`src/hdl/dcbf_pkg.sv`:
```
`timescale 1ns / 1ps

package dcbf_pkg;

    localparam int LEVEL_FRAC_BITS_DEF = 16;

    localparam int ELAPSED_W = 10;
    localparam int DUR_W     = 16;
    localparam int LEVEL_W   = 6;
    localparam int PERIOD_W  = 16;
    localparam int TIME_W    = 21;

    localparam logic [PERIOD_W-1:0]      FRAME_PERIOD_RST = 16'd16667;
    localparam logic [TIME_W-1:0]        FRAME_SCALE      = 21'd1000;
    localparam logic [TIME_W-1:0]        TIME_MAX         = '1;
    localparam logic signed [LEVEL_W-1:0] LEVEL_MIN       = -6'sd16;
    localparam logic signed [LEVEL_W-1:0] LEVEL_MAX       = 6'sd16;

    // floor(x / 1000) for x below 2^32: ((x >> 3) * FRAME_RECIP) >> FRAME_RECIP_SHIFT
    localparam int                       FRAME_PRE_SHIFT   = 3;
    localparam int                       FRAME_RECIP_W     = 29;
    localparam int                       FRAME_RECIP_SHIFT = 35;
    localparam logic [FRAME_RECIP_W-1:0] FRAME_RECIP       = 29'd274877907;

    // command queue, depth kept at a power of two
    localparam int QUEUE_DEPTH = 2;
    localparam int QUEUE_AW    = $clog2(QUEUE_DEPTH);

    typedef enum logic [1:0] {
        REQ_TICK,
        REQ_SET,
        REQ_APPLY,
        REQ_ARM
    } req_t;

    typedef enum logic [1:0] {
        LOCK_NONE,
        LOCK_SET,
        LOCK_CLEAR
    } lock_t;

    typedef struct packed {
        req_t                        req;
        logic [ELAPSED_W-1:0]        elapsed;
        logic [1:0]                  mask;
        logic signed [LEVEL_W-1:0]   target;
        logic [DUR_W-1:0]            duration;
        logic                        in_ms;
        logic                        dur_zero;
        logic                        need_conv;
        lock_t                       lock;
        logic                        accepted;
    } cmd_t;

endpackage

```
`src/hdl/dual_channel_brightness_fader_core.sv`:
```
// Channel   Ports        Handshake      Carries
// s_        s_*          valid/ready    request: tick, set fade, apply, arm
// m_        m_*          valid/ready    write levels and fade states
// cfg_      cfg_wr_*     write enable   frame period, thousandths of ms
//
// A set with a frame duration first converts it (the /1000 is a reciprocal multiply).
// A tick runs the divider for each channel that divides; an idle channel or one whose
// time runs out skips it. N is the divider width, max(LEVEL_FRAC_BITS + 16, 32).
// A two-entry command queue lets the input side run ahead of the back end.
// Reset is synchronous, active low; levels clear to zero, apply is armed.
// A stalled m_ready holds the result register and the back end waits on it.
`timescale 1ns / 1ps

module dual_channel_brightness_fader_core #(
    parameter int LEVEL_FRAC_BITS = dcbf_pkg::LEVEL_FRAC_BITS_DEF
) (
    input  logic                                  aclk,
    input  logic                                  aresetn,
    input  logic                                  cfg_wr_en,
    input  logic [dcbf_pkg::PERIOD_W-1:0]         cfg_wr_data,
    input  logic                                  s_valid,
    output logic                                  s_ready,
    input  logic [1:0]                            s_req_type,
    input  logic [dcbf_pkg::ELAPSED_W-1:0]        s_elapsed,
    input  logic [1:0]                            s_channel_mask,
    input  logic signed [dcbf_pkg::LEVEL_W-1:0]   s_target_level,
    input  logic [dcbf_pkg::DUR_W-1:0]            s_duration,
    input  logic                                  s_duration_in_ms,
    input  logic [1:0]                            s_lock_action,
    input  logic                                  s_accepted,
    output logic                                  m_valid,
    input  logic                                  m_ready,
    output logic                                  m_main_write_valid,
    output logic signed [dcbf_pkg::LEVEL_W-1:0]   m_main_write_level,
    output logic                                  m_sub_write_valid,
    output logic signed [dcbf_pkg::LEVEL_W-1:0]   m_sub_write_level,
    output logic [1:0]                            m_main_fade_state,
    output logic [1:0]                            m_sub_fade_state,
    output logic                                  m_any_fading
);
    import dcbf_pkg::*;

    logic push_valid;
    logic push_ready;
    cmd_t push_data;
    logic pop_valid;
    logic pop;
    cmd_t pop_data;

    dcbf_front u_front (
        .aclk             (aclk),
        .aresetn          (aresetn),
        .s_valid          (s_valid),
        .s_ready          (s_ready),
        .s_req_type       (s_req_type),
        .s_elapsed        (s_elapsed),
        .s_channel_mask   (s_channel_mask),
        .s_target_level   (s_target_level),
        .s_duration       (s_duration),
        .s_duration_in_ms (s_duration_in_ms),
        .s_lock_action    (s_lock_action),
        .s_accepted       (s_accepted),
        .push_valid       (push_valid),
        .push_ready       (push_ready),
        .push_data        (push_data)
    );

    dcbf_fifo u_fifo (
        .aclk       (aclk),
        .aresetn    (aresetn),
        .push_valid (push_valid),
        .push_ready (push_ready),
        .push_data  (push_data),
        .pop_valid  (pop_valid),
        .pop        (pop),
        .pop_data   (pop_data)
    );

    dcbf_back #(
        .LEVEL_FRAC_BITS (LEVEL_FRAC_BITS)
    ) u_back (
        .aclk               (aclk),
        .aresetn            (aresetn),
        .cfg_wr_en          (cfg_wr_en),
        .cfg_wr_data        (cfg_wr_data),
        .q_valid            (pop_valid),
        .q_pop              (pop),
        .q_data             (pop_data),
        .m_valid            (m_valid),
        .m_ready            (m_ready),
        .m_main_write_valid (m_main_write_valid),
        .m_main_write_level (m_main_write_level),
        .m_sub_write_valid  (m_sub_write_valid),
        .m_sub_write_level  (m_sub_write_level),
        .m_main_fade_state  (m_main_fade_state),
        .m_sub_fade_state   (m_sub_fade_state),
        .m_any_fading       (m_any_fading)
    );

endmodule

```
`src/hdl/dcbf_front.sv`:
```
`timescale 1ns / 1ps

module dcbf_front (
    input  logic                                  aclk,
    input  logic                                  aresetn,
    input  logic                                  s_valid,
    output logic                                  s_ready,
    input  logic [1:0]                            s_req_type,
    input  logic [dcbf_pkg::ELAPSED_W-1:0]        s_elapsed,
    input  logic [1:0]                            s_channel_mask,
    input  logic signed [dcbf_pkg::LEVEL_W-1:0]   s_target_level,
    input  logic [dcbf_pkg::DUR_W-1:0]            s_duration,
    input  logic                                  s_duration_in_ms,
    input  logic [1:0]                            s_lock_action,
    input  logic                                  s_accepted,
    output logic                                  push_valid,
    input  logic                                  push_ready,
    output dcbf_pkg::cmd_t                        push_data
);
    import dcbf_pkg::*;

    cmd_t cmd_dec;
    cmd_t hold_reg;
    cmd_t hold_next;
    logic hold_valid_reg;
    logic hold_valid_next;
    logic accept;

    always_comb begin
        cmd_dec.req      = req_t'(s_req_type);
        cmd_dec.elapsed  = s_elapsed;
        cmd_dec.mask     = s_channel_mask;
        if (s_target_level < LEVEL_MIN) begin
            cmd_dec.target = LEVEL_MIN;
        end else if (s_target_level > LEVEL_MAX) begin
            cmd_dec.target = LEVEL_MAX;
        end else begin
            cmd_dec.target = s_target_level;
        end
        cmd_dec.duration  = s_duration;
        cmd_dec.in_ms     = s_duration_in_ms;
        cmd_dec.dur_zero  = (s_duration == '0);
        cmd_dec.need_conv = !s_duration_in_ms && (s_duration != '0);
        case (lock_t'(s_lock_action))
            LOCK_SET: begin
                cmd_dec.lock = LOCK_SET;
            end
            LOCK_CLEAR: begin
                cmd_dec.lock = LOCK_CLEAR;
            end
            default: begin
                cmd_dec.lock = LOCK_NONE;
            end
        endcase
        cmd_dec.accepted = s_accepted;
    end

    assign s_ready    = !hold_valid_reg || push_ready;
    assign accept     = s_valid && s_ready;
    assign push_valid = hold_valid_reg;
    assign push_data  = hold_reg;

    always_comb begin
        hold_next       = hold_reg;
        hold_valid_next = hold_valid_reg;
        if (hold_valid_reg && push_ready) begin
            hold_valid_next = 1'b0;
        end
        if (accept) begin
            hold_next       = cmd_dec;
            hold_valid_next = 1'b1;
        end
    end

    always_ff @(posedge aclk) begin
        if (!aresetn) begin
            hold_valid_reg <= 1'b0;
        end else begin
            hold_valid_reg <= hold_valid_next;
        end
        hold_reg <= hold_next;
    end

endmodule

```
`src/hdl/dcbf_fifo.sv`:
```
`timescale 1ns / 1ps

module dcbf_fifo (
    input  logic            aclk,
    input  logic            aresetn,
    input  logic            push_valid,
    output logic            push_ready,
    input  dcbf_pkg::cmd_t  push_data,
    output logic            pop_valid,
    input  logic            pop,
    output dcbf_pkg::cmd_t  pop_data
);
    import dcbf_pkg::*;

    cmd_t                entry_reg [QUEUE_DEPTH];
    logic [QUEUE_AW-1:0] wr_ptr_reg;
    logic [QUEUE_AW-1:0] rd_ptr_reg;
    logic [QUEUE_AW:0]   count_reg;
    logic                do_push;
    logic                do_pop;

    assign push_ready = (count_reg != (QUEUE_AW + 1)'(QUEUE_DEPTH));
    assign pop_valid  = (count_reg != '0);
    assign pop_data   = entry_reg[rd_ptr_reg];
    assign do_push    = push_valid && push_ready;
    assign do_pop     = pop && pop_valid;

    always_ff @(posedge aclk) begin
        if (!aresetn) begin
            wr_ptr_reg <= '0;
            rd_ptr_reg <= '0;
            count_reg  <= '0;
        end else begin
            if (do_push) begin
                wr_ptr_reg <= wr_ptr_reg + QUEUE_AW'(1);
            end
            if (do_pop) begin
                rd_ptr_reg <= rd_ptr_reg + QUEUE_AW'(1);
            end
            if (do_push && !do_pop) begin
                count_reg <= count_reg + (QUEUE_AW + 1)'(1);
            end else if (do_pop && !do_push) begin
                count_reg <= count_reg - (QUEUE_AW + 1)'(1);
            end
        end
        if (do_push) begin
            entry_reg[wr_ptr_reg] <= push_data;
        end
    end

endmodule

```
`src/hdl/dcbf_div.sv`:
```
`timescale 1ns / 1ps

module dcbf_div #(
    parameter int NW = 32,
    parameter int DW = 21
) (
    input  logic          aclk,
    input  logic          aresetn,
    input  logic          start,
    input  logic [NW-1:0] dividend,
    input  logic [DW-1:0] divisor,
    output logic          done,
    output logic [NW-1:0] quotient
);
    localparam int CW = $clog2(NW + 1);

    logic [DW-1:0] rem_reg;
    logic [DW-1:0] rem_next;
    logic [NW-1:0] quo_reg;
    logic [NW-1:0] quo_next;
    logic [DW-1:0] dvs_reg;
    logic [DW-1:0] dvs_next;
    logic [CW-1:0] cnt_reg;
    logic [CW-1:0] cnt_next;
    logic          busy_reg;
    logic          busy_next;
    logic          done_reg;
    logic          done_next;
    logic [DW:0]   shifted;
    logic [DW:0]   trial;
    logic          fits;

    // restoring division, one quotient bit per cycle
    assign shifted = {rem_reg, quo_reg[NW-1]};
    assign fits    = (shifted >= {1'b0, dvs_reg});
    assign trial   = shifted - {1'b0, dvs_reg};

    always_comb begin
        rem_next  = rem_reg;
        quo_next  = quo_reg;
        dvs_next  = dvs_reg;
        cnt_next  = cnt_reg;
        busy_next = busy_reg;
        done_next = 1'b0;
        if (start) begin
            rem_next  = '0;
            quo_next  = dividend;
            dvs_next  = divisor;
            cnt_next  = CW'(NW);
            busy_next = 1'b1;
        end else if (busy_reg) begin
            rem_next = fits ? trial[DW-1:0] : shifted[DW-1:0];
            quo_next = {quo_reg[NW-2:0], fits};
            cnt_next = cnt_reg - CW'(1);
            if (cnt_reg == CW'(1)) begin
                busy_next = 1'b0;
                done_next = 1'b1;
            end
        end
    end

    always_ff @(posedge aclk) begin
        if (!aresetn) begin
            busy_reg <= 1'b0;
            done_reg <= 1'b0;
            cnt_reg  <= '0;
        end else begin
            busy_reg <= busy_next;
            done_reg <= done_next;
            cnt_reg  <= cnt_next;
        end
        rem_reg <= rem_next;
        quo_reg <= quo_next;
        dvs_reg <= dvs_next;
    end

    assign done     = done_reg;
    assign quotient = quo_reg;

endmodule

```
`src/hdl/dcbf_back.sv`:
```
`timescale 1ns / 1ps

module dcbf_back #(
    parameter int LEVEL_FRAC_BITS = dcbf_pkg::LEVEL_FRAC_BITS_DEF
) (
    input  logic                                  aclk,
    input  logic                                  aresetn,
    input  logic                                  cfg_wr_en,
    input  logic [dcbf_pkg::PERIOD_W-1:0]         cfg_wr_data,
    input  logic                                  q_valid,
    output logic                                  q_pop,
    input  dcbf_pkg::cmd_t                        q_data,
    output logic                                  m_valid,
    input  logic                                  m_ready,
    output logic                                  m_main_write_valid,
    output logic signed [dcbf_pkg::LEVEL_W-1:0]   m_main_write_level,
    output logic                                  m_sub_write_valid,
    output logic signed [dcbf_pkg::LEVEL_W-1:0]   m_sub_write_level,
    output logic [1:0]                            m_main_fade_state,
    output logic [1:0]                            m_sub_fade_state,
    output logic                                  m_any_fading
);
    import dcbf_pkg::*;

    localparam int LW     = LEVEL_FRAC_BITS + LEVEL_W;
    localparam int DFW    = LW + 1;
    localparam int MW     = LW;
    localparam int PW     = MW + ELAPSED_W;
    localparam int CONV_W = PERIOD_W + DUR_W;
    localparam int NW     = (PW > CONV_W) ? PW : CONV_W;
    localparam int MBW    = (MW > PERIOD_W) ? MW : PERIOD_W;
    localparam int FW     = MBW + DUR_W;
    localparam int CIW    = CONV_W - FRAME_PRE_SHIFT;
    localparam int CPW    = CIW + FRAME_RECIP_W;
    localparam int CQW    = CPW - FRAME_RECIP_SHIFT;

    typedef enum logic [3:0] {
        ST_IDLE,
        ST_DISPATCH,
        ST_CONV,
        ST_TICK,
        ST_DIV_START,
        ST_DIV_WAIT,
        ST_TICK_UPD,
        ST_SET,
        ST_OUT
    } state_t;

    typedef enum logic [1:0] {
        FADE_IDLE,
        FADE_TO_ZERO,
        FADE_TO_NEG,
        FADE_TO_POS
    } fade_t;

    function automatic logic [1:0] fade_code(input logic [TIME_W-1:0] tl,
                                             input logic signed [LEVEL_W-1:0] tg);
        fade_t f;
        if (tl == '0) begin
            f = FADE_IDLE;
        end else if (tg < 0) begin
            f = FADE_TO_NEG;
        end else if (tg > 0) begin
            f = FADE_TO_POS;
        end else begin
            f = FADE_TO_ZERO;
        end
        return f;
    endfunction

    // integer part, truncated toward zero
    function automatic logic signed [LEVEL_W-1:0] level_int(input logic signed [LW-1:0] lv);
        logic [LEVEL_W-1:0] ip;
        ip = lv[LW-1:LEVEL_FRAC_BITS];
        if (lv[LW-1] && (lv[LEVEL_FRAC_BITS-1:0] != '0)) begin
            ip = ip + LEVEL_W'(1);
        end
        return $signed(ip);
    endfunction

    function automatic logic signed [LW-1:0] to_fixed(input logic signed [LEVEL_W-1:0] t);
        return $signed({t, {LEVEL_FRAC_BITS{1'b0}}});
    endfunction

    state_t                    state_reg, state_next;
    cmd_t                      cmd_reg, cmd_next;
    logic                      ch_reg, ch_next;
    logic [NW-1:0]             prod_reg, prod_next;
    logic [TIME_W-1:0]         dvs_reg, dvs_next;
    logic                      neg_reg, neg_next;
    logic [CQW-1:0]            conv_reg, conv_next;
    logic [PERIOD_W-1:0]       period_reg;

    logic signed [LW-1:0]      level_reg  [2];
    logic signed [LW-1:0]      level_next [2];
    logic signed [LEVEL_W-1:0] target_reg  [2];
    logic signed [LEVEL_W-1:0] target_next [2];
    logic [TIME_W-1:0]         tleft_reg  [2];
    logic [TIME_W-1:0]         tleft_next [2];
    logic [1:0]                dirty_reg, dirty_next;
    logic [1:0]                locked_reg, locked_next;
    logic                      armed_reg, armed_next;

    logic                      m_valid_reg, m_valid_next;
    logic                      m_main_wv_reg, m_main_wv_next;
    logic signed [LEVEL_W-1:0] m_main_wl_reg, m_main_wl_next;
    logic                      m_sub_wv_reg, m_sub_wv_next;
    logic signed [LEVEL_W-1:0] m_sub_wl_reg, m_sub_wl_next;
    logic [1:0]                m_main_fs_reg, m_main_fs_next;
    logic [1:0]                m_sub_fs_reg, m_sub_fs_next;
    logic                      m_any_reg, m_any_next;

    logic                      div_start;
    logic                      div_done;
    logic [NW-1:0]             quo;

    logic signed [LW-1:0]      cur_tfix;
    logic signed [DFW-1:0]     cur_diff;
    logic [DFW-1:0]            cur_mag_full;
    logic [MW-1:0]             cur_mag;
    logic [TIME_W-1:0]         elapsed_ext;
    logic [DUR_W-1:0]          mul_a;
    logic [MBW-1:0]            mul_b;
    logic [FW-1:0]             mul_p;
    logic [CPW-1:0]            conv_p;
    logic signed [LW-1:0]      q_step;
    logic                      set_jump;
    logic [TIME_W-1:0]         set_time;

    dcbf_div #(
        .NW (NW),
        .DW (TIME_W)
    ) u_div (
        .aclk     (aclk),
        .aresetn  (aresetn),
        .start    (div_start),
        .dividend (prod_reg),
        .divisor  (dvs_reg),
        .done     (div_done),
        .quotient (quo)
    );

    assign cur_tfix     = to_fixed(target_reg[ch_reg]);
    assign cur_diff     = $signed({cur_tfix[LW-1], cur_tfix})
                        - $signed({level_reg[ch_reg][LW-1], level_reg[ch_reg]});
    assign cur_mag_full = cur_diff[DFW-1] ? (-cur_diff) : cur_diff;
    assign cur_mag      = cur_mag_full[MW-1:0];
    assign elapsed_ext  = {{(TIME_W - ELAPSED_W){1'b0}}, cmd_reg.elapsed};

    always_comb begin
        if (state_reg == ST_TICK) begin
            mul_a = {{(DUR_W - ELAPSED_W){1'b0}}, cmd_reg.elapsed};
            mul_b = MBW'(cur_mag);
        end else begin
            mul_a = cmd_reg.duration;
            mul_b = MBW'(period_reg);
        end
    end

    assign mul_p  = mul_a * mul_b;
    // frame count times period, divided by 1000
    assign conv_p = CPW'(prod_reg[CONV_W-1:FRAME_PRE_SHIFT]) * CPW'(FRAME_RECIP);
    // the step is below the distance, so it fits without the top bit
    assign q_step = $signed({1'b0, quo[MW-2:0]});

    assign set_jump = cmd_reg.dur_zero || (cmd_reg.need_conv && (conv_reg == '0));
    always_comb begin
        if (cmd_reg.in_ms) begin
            set_time = {{(TIME_W - DUR_W){1'b0}}, cmd_reg.duration};
        end else if (conv_reg > CQW'(TIME_MAX)) begin
            set_time = TIME_MAX;
        end else begin
            set_time = conv_reg[TIME_W-1:0];
        end
    end

    always_comb begin
        state_next     = state_reg;
        cmd_next       = cmd_reg;
        ch_next        = ch_reg;
        prod_next      = prod_reg;
        dvs_next       = dvs_reg;
        neg_next       = neg_reg;
        conv_next      = conv_reg;
        level_next     = level_reg;
        target_next    = target_reg;
        tleft_next     = tleft_reg;
        dirty_next     = dirty_reg;
        locked_next    = locked_reg;
        armed_next     = armed_reg;
        m_valid_next   = m_valid_reg;
        m_main_wv_next = m_main_wv_reg;
        m_main_wl_next = m_main_wl_reg;
        m_sub_wv_next  = m_sub_wv_reg;
        m_sub_wl_next  = m_sub_wl_reg;
        m_main_fs_next = m_main_fs_reg;
        m_sub_fs_next  = m_sub_fs_reg;
        m_any_next     = m_any_reg;
        q_pop          = 1'b0;
        div_start      = 1'b0;

        if (m_valid_reg && m_ready) begin
            m_valid_next = 1'b0;
        end

        case (state_reg)
            ST_IDLE: begin
                if (q_valid) begin
                    q_pop      = 1'b1;
                    cmd_next   = q_data;
                    ch_next    = 1'b0;
                    state_next = ST_DISPATCH;
                end
            end
            ST_DISPATCH: begin
                case (cmd_reg.req)
                    REQ_TICK: begin
                        state_next = ST_TICK;
                    end
                    REQ_SET: begin
                        if (cmd_reg.need_conv) begin
                            prod_next  = mul_p[NW-1:0];
                            state_next = ST_CONV;
                        end else begin
                            state_next = ST_SET;
                        end
                    end
                    default: begin
                        state_next = ST_OUT;
                    end
                endcase
            end
            ST_CONV: begin
                conv_next  = conv_p[CPW-1:FRAME_RECIP_SHIFT];
                state_next = ST_SET;
            end
            ST_TICK: begin
                if (tleft_reg[ch_reg] == '0) begin
                    ch_next    = 1'b1;
                    state_next = ch_reg ? ST_OUT : ST_TICK;
                end else if (elapsed_ext >= tleft_reg[ch_reg]) begin
                    level_next[ch_reg] = cur_tfix;
                    tleft_next[ch_reg] = '0;
                    dirty_next[ch_reg] = 1'b1;
                    ch_next            = 1'b1;
                    state_next         = ch_reg ? ST_OUT : ST_TICK;
                end else begin
                    prod_next  = mul_p[NW-1:0];
                    dvs_next   = tleft_reg[ch_reg];
                    neg_next   = cur_diff[DFW-1];
                    state_next = ST_DIV_START;
                end
            end
            ST_DIV_START: begin
                div_start  = 1'b1;
                state_next = ST_DIV_WAIT;
            end
            ST_DIV_WAIT: begin
                if (div_done) begin
                    state_next = ST_TICK_UPD;
                end
            end
            ST_TICK_UPD: begin
                level_next[ch_reg] = neg_reg ? (level_reg[ch_reg] - q_step)
                                             : (level_reg[ch_reg] + q_step);
                tleft_next[ch_reg] = tleft_reg[ch_reg] - elapsed_ext;
                dirty_next[ch_reg] = 1'b1;
                ch_next            = 1'b1;
                state_next         = ch_reg ? ST_OUT : ST_TICK;
            end
            ST_SET: begin
                for (int k = 0; k < 2; k++) begin
                    if (cmd_reg.mask[k]) begin
                        locked_next[k] = locked_reg[k] && (cmd_reg.lock != LOCK_CLEAR);
                        if (!locked_next[k] && cmd_reg.accepted) begin
                            target_next[k] = cmd_reg.target;
                            if (set_jump) begin
                                level_next[k] = to_fixed(cmd_reg.target);
                                tleft_next[k] = '0;
                                dirty_next[k] = 1'b1;
                            end else begin
                                tleft_next[k] = set_time;
                            end
                        end
                        if (cmd_reg.lock == LOCK_SET) begin
                            locked_next[k] = 1'b1;
                        end
                    end
                end
                state_next = ST_OUT;
            end
            ST_OUT: begin
                if (!m_valid_reg || m_ready) begin
                    m_valid_next   = 1'b1;
                    m_main_wv_next = 1'b0;
                    m_main_wl_next = '0;
                    m_sub_wv_next  = 1'b0;
                    m_sub_wl_next  = '0;
                    if (cmd_reg.req == REQ_APPLY && armed_reg) begin
                        armed_next = 1'b0;
                        if (dirty_reg[0]) begin
                            m_main_wv_next = 1'b1;
                            m_main_wl_next = level_int(level_reg[0]);
                        end
                        if (dirty_reg[1]) begin
                            m_sub_wv_next = 1'b1;
                            m_sub_wl_next = level_int(level_reg[1]);
                        end
                        dirty_next = '0;
                    end
                    if (cmd_reg.req == REQ_ARM) begin
                        armed_next = 1'b1;
                    end
                    m_main_fs_next = fade_code(tleft_reg[0], target_reg[0]);
                    m_sub_fs_next  = fade_code(tleft_reg[1], target_reg[1]);
                    m_any_next     = (tleft_reg[0] != '0) || (tleft_reg[1] != '0);
                    state_next     = ST_IDLE;
                end
            end
            default: begin
                state_next = ST_IDLE;
            end
        endcase
    end

    always_ff @(posedge aclk) begin
        if (!aresetn) begin
            state_reg     <= ST_IDLE;
            ch_reg        <= 1'b0;
            level_reg     <= '{default: '0};
            target_reg    <= '{default: '0};
            tleft_reg     <= '{default: '0};
            dirty_reg     <= '0;
            locked_reg    <= '0;
            armed_reg     <= 1'b1;
            period_reg    <= FRAME_PERIOD_RST;
            m_valid_reg   <= 1'b0;
        end else begin
            state_reg     <= state_next;
            ch_reg        <= ch_next;
            level_reg     <= level_next;
            target_reg    <= target_next;
            tleft_reg     <= tleft_next;
            dirty_reg     <= dirty_next;
            locked_reg    <= locked_next;
            armed_reg     <= armed_next;
            m_valid_reg   <= m_valid_next;
            if (cfg_wr_en) begin
                period_reg <= cfg_wr_data;
            end
        end
        cmd_reg       <= cmd_next;
        prod_reg      <= prod_next;
        dvs_reg       <= dvs_next;
        neg_reg       <= neg_next;
        conv_reg      <= conv_next;
        m_main_wv_reg <= m_main_wv_next;
        m_main_wl_reg <= m_main_wl_next;
        m_sub_wv_reg  <= m_sub_wv_next;
        m_sub_wl_reg  <= m_sub_wl_next;
        m_main_fs_reg <= m_main_fs_next;
        m_sub_fs_reg  <= m_sub_fs_next;
        m_any_reg     <= m_any_next;
    end

    assign m_valid            = m_valid_reg;
    assign m_main_write_valid = m_main_wv_reg;
    assign m_main_write_level = m_main_wl_reg;
    assign m_sub_write_valid  = m_sub_wv_reg;
    assign m_sub_write_level  = m_sub_wl_reg;
    assign m_main_fade_state  = m_main_fs_reg;
    assign m_sub_fade_state   = m_sub_fs_reg;
    assign m_any_fading       = m_any_reg;

endmodule

```
`config.mk`:
```
export PLATFORM = sky130hd
export DESIGN_NAME = dual_channel_brightness_fader_core
export DESIGN_NICKNAME = d
export VERILOG_FILES = /design/src/hdl/dcbf_pkg.sv /design/src/hdl/dual_channel_brightness_fader_core.sv /design/src/hdl/dcbf_front.sv /design/src/hdl/dcbf_fifo.sv /design/src/hdl/dcbf_div.sv /design/src/hdl/dcbf_back.sv
export SDC_FILE = /design/constraint.sdc
export NUM_CORES = 2
export LEC_CHECK = 0
export BUFFER_PORTS_ARGS = -buffer_cell sky130_fd_sc_hd__buf_2
export CAP_MARGIN = 10
export CELL_PAD_IN_SITES_DETAIL_PLACEMENT = 0
export CELL_PAD_IN_SITES_GLOBAL_PLACEMENT = 1
export CORE_ASPECT_RATIO = 0.6
export CORE_MARGIN = 5
export CORE_UTILIZATION = 52
export CTS_CLUSTER_DIAMETER = 50
export DETAILED_ROUTE_END_ITERATION = 8
export PLACE_DENSITY_LB_ADDON = 0.1
export SETUP_SLACK_MARGIN = 0.3
export SYNTH_ARGS = -nofsm -noshare
export SYNTH_HDL_FRONTEND = slang
export SYNTH_HIERARCHICAL = 1
export SYNTH_SLANG_ARGS = --single-unit
```
`constraint.sdc`:
```
create_clock -name aclk -period 13.45 [get_ports aclk]
set_clock_uncertainty 0.15 [all_clocks]
set_input_delay 2.69 -clock aclk [delete_from_list [all_inputs] [get_ports aclk]]
set_output_delay 2.69 -clock aclk [all_outputs]
set_load 0.05 [all_outputs]
```
Yosys cells after proc, flatten, opt, wreduce, memory -nomap -nowiden

Memory sizes are Yosys's and may differ from the RTL's. A register that Yosys moved wholly into a read port is not among the register bits.
Index checks and enable logic that the tools add are counted.

ROM bits: 0
Output and inout port bits: 21
Register bits: 350
Bits in latches: 0
Bits in writable memories: 84
Memories kept: 1

Equality and inequality tests: 32
Shifts and indexed selects: 0
Magnitude comparators: 13
Reductions and logical operators: 73
Bitwise logic cells: 8
Div/mod/pow operators: 0
Muxes and demuxes: 103
Add/sub/neg operators: 13
Multipliers: 2

Memory list:

| name             | depth | width | rd ports | clocked after memory_dff | wr ports | line            | source |
|---|---|---|---|---|---|---|---|
| u_fifo.entry_reg | 2     | 42    | 1        | 1                        | 1        | dcbf_fifo.sv:15 | `cmd_t entry_reg [QUEUE_DEPTH];` |

Operator list:

| cell                                                 | number |
|---|---|
| two-way mux 22 bit                                   | 12 |
| two-way mux 21 bit                                   | 12 |
| two-way mux 32 bit                                   | 6 |
| one-hot mux 44 bit (3 select lines)                  | 1 |
| one-hot mux 42 bit (3 select lines)                  | 1 |
| bitwise mux 44 bit                                   | 2 |
| two-way mux 44 bit                                   | 2 |
| two-way mux 42 bit                                   | 2 |
| one-hot mux 32 bit (2 select lines)                  | 1 |
| zero test 21 bit                                     | 3 |
| multiplier 29 x 29 -> 58 bit, second input constant  | 1 |
| two-way mux 6 bit                                    | 8 |
| nonzero test 16 bit                                  | 3 |
| bitwise AND 42 bit                                   | 1 |
| bitwise mux 42 bit                                   | 1 |
| inverter 42 bit                                      | 1 |
| nonzero test 21 bit                                  | 2 |
| one-hot mux 4 bit (9 select lines)                   | 1 |
| multiplier 16 x 22 -> 32 bit                         | 1 |
| two-way mux 1 bit                                    | 29 |
| two-way mux 4 bit                                    | 6 |
| > comparator 23 x 21 -> 1 bit, second input constant | 1 |
| zero test 23 bit                                     | 1 |
| subtractor 22 x 22 -> 23 bit                         | 1 |
| other kinds (59)                                     | 145 |

Logic depth before layout (Yosys ltp)

Depth in word-level cells: 12
Depth in mapped cells: 43
Gate-level depth less buffers: 36

By module

The synthesis kept the hierarchy.

Modules (own cells, without submodules):

| module     | area each (um^2) | times used | cells each |
|---|---|---|---|
| dcbf_back  | 37688.6          | 1          | 4012 |
| dcbf_div   | 4376.7           | 1          | 400 |
| dcbf_fifo  | 3263.1           | 1          | 155 |
| dcbf_front | 1403.8           | 1          | 62 |

Worst setup path after synthesis

No wires, ideal clock.

Path type: flip-flop to flip-flop
Start: reg u_back.ch_reg
End: reg u_back.prod_reg[31], data pin
Path slack: 3098 ps
Stages on the path, launching flop included: 42
Clock period less this slack: 10352 ps
Arrival: 9942 ps
Cells stage by stage: dfxtp_1 > buf_4 > buf_6 > buf_2 > buf_2 > buf_2 > buf_1 > clkbuf_1 > clkbuf_1 > mux2_2 > ha_1 > and3_1 > nand3_1 > o41a_1 > o21a_1 > nor2_4 > inv_2 > buf_4 > (+6 left out) > fa_1 > inv_1 > fa_1 > inv_1 > fa_1 > fa_1 > inv_1 > fa_1 > inv_1 > ha_1 > a21oi_1 > o21ai_0 > a32oi_1 > o211ai_1 > o41ai_1 > o2111ai_1 > a21oi_1 > xnor2_1

RTL lines:

| what                                                                                        | line                               | source |
|---|---|---|
| start: declaration                                                                          | dcbf_back.sv:87                    | `logic ch_reg, ch_next;` |
| start signal: assignment                                                                    | dcbf_back.sv:340                   | `ch_reg <= ch_next;` |
| inverter 1 -> 2 bit (implied by the code) *                                                 | dcbf_back.sv:143, dcbf_back.sv:145 |  |
| two-way mux 6 bit (implied by the code) or two-way mux 22 bit (tied branches) (3 in series) | dcbf_back.sv:143, dcbf_back.sv:145 |  |
| subtractor 22 x 22 -> 23 bit *                                                              | dcbf_back.sv:145                   | `- $signed({level_reg[ch_reg][LW-1], level_reg[ch_reg]});` |
| via u_back.cur_diff[22]                                                                     | dcbf_back.sv:118                   | `logic signed [DFW-1:0] cur_diff;` |
| two-way mux 22 bit *                                                                        | dcbf_back.sv:146                   | `assign cur_mag_full = cur_diff[DFW-1] ? (-cur_diff) : cur_diff;` |
| two-way mux 22 bit *                                                                        | dcbf_back.sv:151                   | `if (state_reg == ST_TICK) begin` |
| multiplier 16 x 22 -> 32 bit *                                                              | dcbf_back.sv:160                   | `assign mul_p = mul_a * mul_b;` |
| via u_back.mul_p[31]                                                                        | dcbf_back.sv:124                   | `logic [FW-1:0] mul_p;` |
| two-way mux 32 bit, on equally long branches                                                | dcbf_back.sv:241, dcbf_back.sv:221 |  |
| two-way mux 32 bit, on equally long branches                                                | dcbf_back.sv:238, dcbf_back.sv:216 |  |
| one-hot mux 32 bit (2 select lines) *                                                       | dcbf_back.sv:206                   | `case (state_reg)` |
| end signal: assignment                                                                      | dcbf_back.sv:353                   | `prod_reg <= prod_next;` |
| end: declaration                                                                            | dcbf_back.sv:88                    | `logic [NW-1:0] prod_reg, prod_next;` |

The timed path passes the listed nets; every way through them passes the cells marked *. The select of a mux whose other input is x is not followed.
A chain may end at the register's enable or synchronous reset.

Worst setup path in the final report

Start: reg u_back.ch_reg
End: reg u_back.prod_reg[31], data pin

Word-level cells in the longest chain between the ends: 12

Ends and longest elaborated chain:

| what                                                                                        | line |
|---|---|
| inverter 1 -> 2 bit (implied by the code) *                                                 | dcbf_back.sv:143, dcbf_back.sv:145 |
| two-way mux 22 bit (implied by the code) or two-way mux 6 bit (tied branches) (3 in series) | dcbf_back.sv:145, dcbf_back.sv:143 |
| subtractor 22 x 22 -> 23 bit *                                                              | dcbf_back.sv:145 |
| negation 22 bit                                                                             | dcbf_back.sv:146 |
| two-way mux 22 bit *                                                                        | dcbf_back.sv:146 |
| two-way mux 22 bit *                                                                        | dcbf_back.sv:151 |
| multiplier 16 x 22 -> 32 bit *                                                              | dcbf_back.sv:160 |
| via u_back.mul_p[31]                                                                        | dcbf_back.sv:124 |
| two-way mux 32 bit, on equally long branches                                                | dcbf_back.sv:241, dcbf_back.sv:221 |
| two-way mux 32 bit, on equally long branches                                                | dcbf_back.sv:238, dcbf_back.sv:216 |
| one-hot mux 32 bit (2 select lines) *                                                       | dcbf_back.sv:206 |

Marks and branches as above.

==> impl_metrics.ini <==
[outcome]
status = complete, no violations

[synthesis]
avgSynthCellArea_um2 = 10.1
yosys.area.top_type = fa_1
synth_cells = 4629
ys.flop_type = edfxtp_1
synth-seq-cells = 477
synth_top_area_share_pct = 22.8
synth_edf_count = 317
yosysWarnings = 6
yosys-top-cells-area = fa_1 (23%), edfxtp_1 (20%), ha_1 (14%), dfxtp_1 (6.9%), inv_1 (6.2%)
synth_cell_type_count = 96
syn_area_mm2 = 0.0467
async_flop_share_pct = 0
synth.yosys.seq_area_share_pct = 27.2

[floorplan]
initial_utilization_pct = 52.2
die-area_mm2 = 0.0962
io_pins = 82
core_area_mm2 = 0.0894
fp.dieW_um = 397
fp.dieH_um = 242
num_rows = 85

[clock_tree]
postCtsSetupRepairBufs = 0
cts-root-buf = clkbuf_16
cts_buffers = 48
post_cts_resize_count = 0
htreeDepth = 2
worstSkewPairLatency_ns = 0.61
clkTransAtPathRegs_ns = 0.07
cts_hold_buf = 0
cts_sinks = 477
clock_path_buffers = 3
cts_tree = yes

[sta]
drv_slew = 0
fmax_mhz = 91.1
whs_ns = 0.267
max_slew_margin_pct = 19.1
setup_tns_ns = 0
hold_violations = 0
fin_crit_ns = 10.97
tightestPinTransition_ns = 1.21
setup_violations = 0
period_share_pct = 81.6
rsz0062_at_grt = false

[detailed_routing]
antenna_left = 0
via_per_inst = 5.78
drt_iter0_drc = 3731
drt-wirelength-per-cell_um = 24.0
via_count = 34500
wirelength_um = 143000
firstDrtPassIters = 6
drc = 0

[layout]
drive_gt1_share_pct = 8.28
fin_nets = 5821
final_common_cell = inv_1
stdcell_count = 5975
n_fill_cell = 7880
seqCellArea_mm2 = 0.0127
largest_register_ffs = 84
multi_input_area_mm2 = 0.0306
syn_to_final_growth_pct = 7.76
final_cell_mix = inv_1 (776), fa_1 (533), ha_1 (510)
n_antenna_cell = 0

[critical_path]
required_ns = 13.64
cp-start-kind = flop
cp.arrival_ns = 11.17
r2r-end = u_back/prod_reg[31]
criticalPathCategory = reg -> reg
path_max_fanout = 48
timing.critical_path.mode_cell = fa_1
r2r_start = u_back/ch_reg
endpoint_kind = flop
crit_path_max_incr_delay_ns = 0.83
worstSetupStartpoint = u_back/ch_reg
r2r_setup_slack_ns = 2.48
slowest_stage = mux2i_1
worstRegToRegCells = 32
worstSetupEndpoint = u_back/prod_reg[31]

[global_routing]
grt_max_degree = 79
antenna_found_initial = 3
gr-usage-all-layers_pct = 29.8
grt_remaining_overflow = 0
grt_pass1_wl_um = 216000
grt_pass1_vias = 32900

[placed_design]
dp_hpwl_um = 116000
place_inst = 5885
gp_congestion = 0.984
io_buffers = 81

[min_path]
min_from = u_back/dvs_reg[0]
min_path_type = reg -> reg

[flow_run]
drv_cap = 0
==> kinds of logic after synthesis <==
group	Yosys count	share of synthesized area (%)
mux	170	3.96
xor+xnor	168	3.18
fa+ha+maj	1043	36.5
simple gates	1140	11.4
other cells	2	0.0161
buf+inv	894	7.40
flops	477	27.2
compound gates	735	10.3
==> metrics by stage <==
stage,util (%),instance area (um2),setup slack (ns)
floorplan,-,46800,3.10
global placement,54.4,48700,2.94
detailed placement,54.4,48700,2.76
CTS,56.3,50400,2.74
global route,56.3,50400,2.04
finish,56.3,50400,2.48
==> worst max-delay path: cells and delay by family, from the launching register on <==
kind | cells | cell delay, ns
buf+inv | 6 | 0.99
xor+xnor | 2 | 0.15
simple gates | 5 | 0.90
compound gates | 9 | 2.79
fa+ha+maj | 8 | 3.81
flops | 1 | 0.64
mux | 2 | 1.24
==> how the worst min path moves through the flow <==
stage / depth (start not counted) / slack [ns] / to
after floorplan: 0 / 0.25 / u_back/u_div/dvs_reg[0]
after global placement: 0 / 0.25 / u_back/u_div/dvs_reg[9]
after detailed placement: 0 / 0.25 / u_back/u_div/dvs_reg[0]
after CTS: 0 / 0.27 / u_back/u_div/dvs_reg[0]
after global routing: 0 / 0.27 / u_back/u_div/dvs_reg[0]
final: 0 / 0.27 / u_back/u_div/dvs_reg[0]
==> metal layers <==
metal	vias up	part of all wire, %	track usage, %
met5	-	0.089	0.794
met4	6	0.99	3.38
met3	107	14	12.6
met2	1734	34	34.0
met1	16900	50	51.0
li1	15800	-	-
==> layout make-up <==
type                    instances  share of cell area, %
flip-flops and latches        477                   25.3
inverters                     780                   5.81
clock buffers                  58                   2.64
multi-input cells            3271                   60.8
clock inverters                32                  0.735
well taps                    1218                   3.03
repair buffers                139                   1.67
==> synthesized netlist by cell type (7+ instances only) <==
cell,count
nor3_1,68
edfxtp_1,317
xor2_1,58
a31oi_1,30
o21ai_1,13
nor3b_1,10
and3_1,70
or4_1,9
mux2i_1,62
o21bai_1,18
a211oi_1,45
buf_1,17
o2111ai_1,7
fa_1,533
a22o_1,27
o21a_1,41
xnor2_1,108
or3_1,11
nand2b_1,33
nand3_1,65
or2_2,20
nand4_1,18
a22oi_1,12
inv_1,778
clkbuf_1,74
a21oi_1,210
o211ai_1,21
and2_1,52
o22ai_1,22
nor2b_1,31
mux2_2,106
o31ai_1,10
buf_2,11
a21o_1,37
a211o_1,9
o21ai_0,141
o221ai_1,7
ha_1,510
nor4_1,36
a21boi_0,7
dfxtp_1,160
nor2_1,360
nand2_1,333
Power is not shown: default switching activity piles up to over one toggle a cycle in this logic, so the estimate is an artifact.
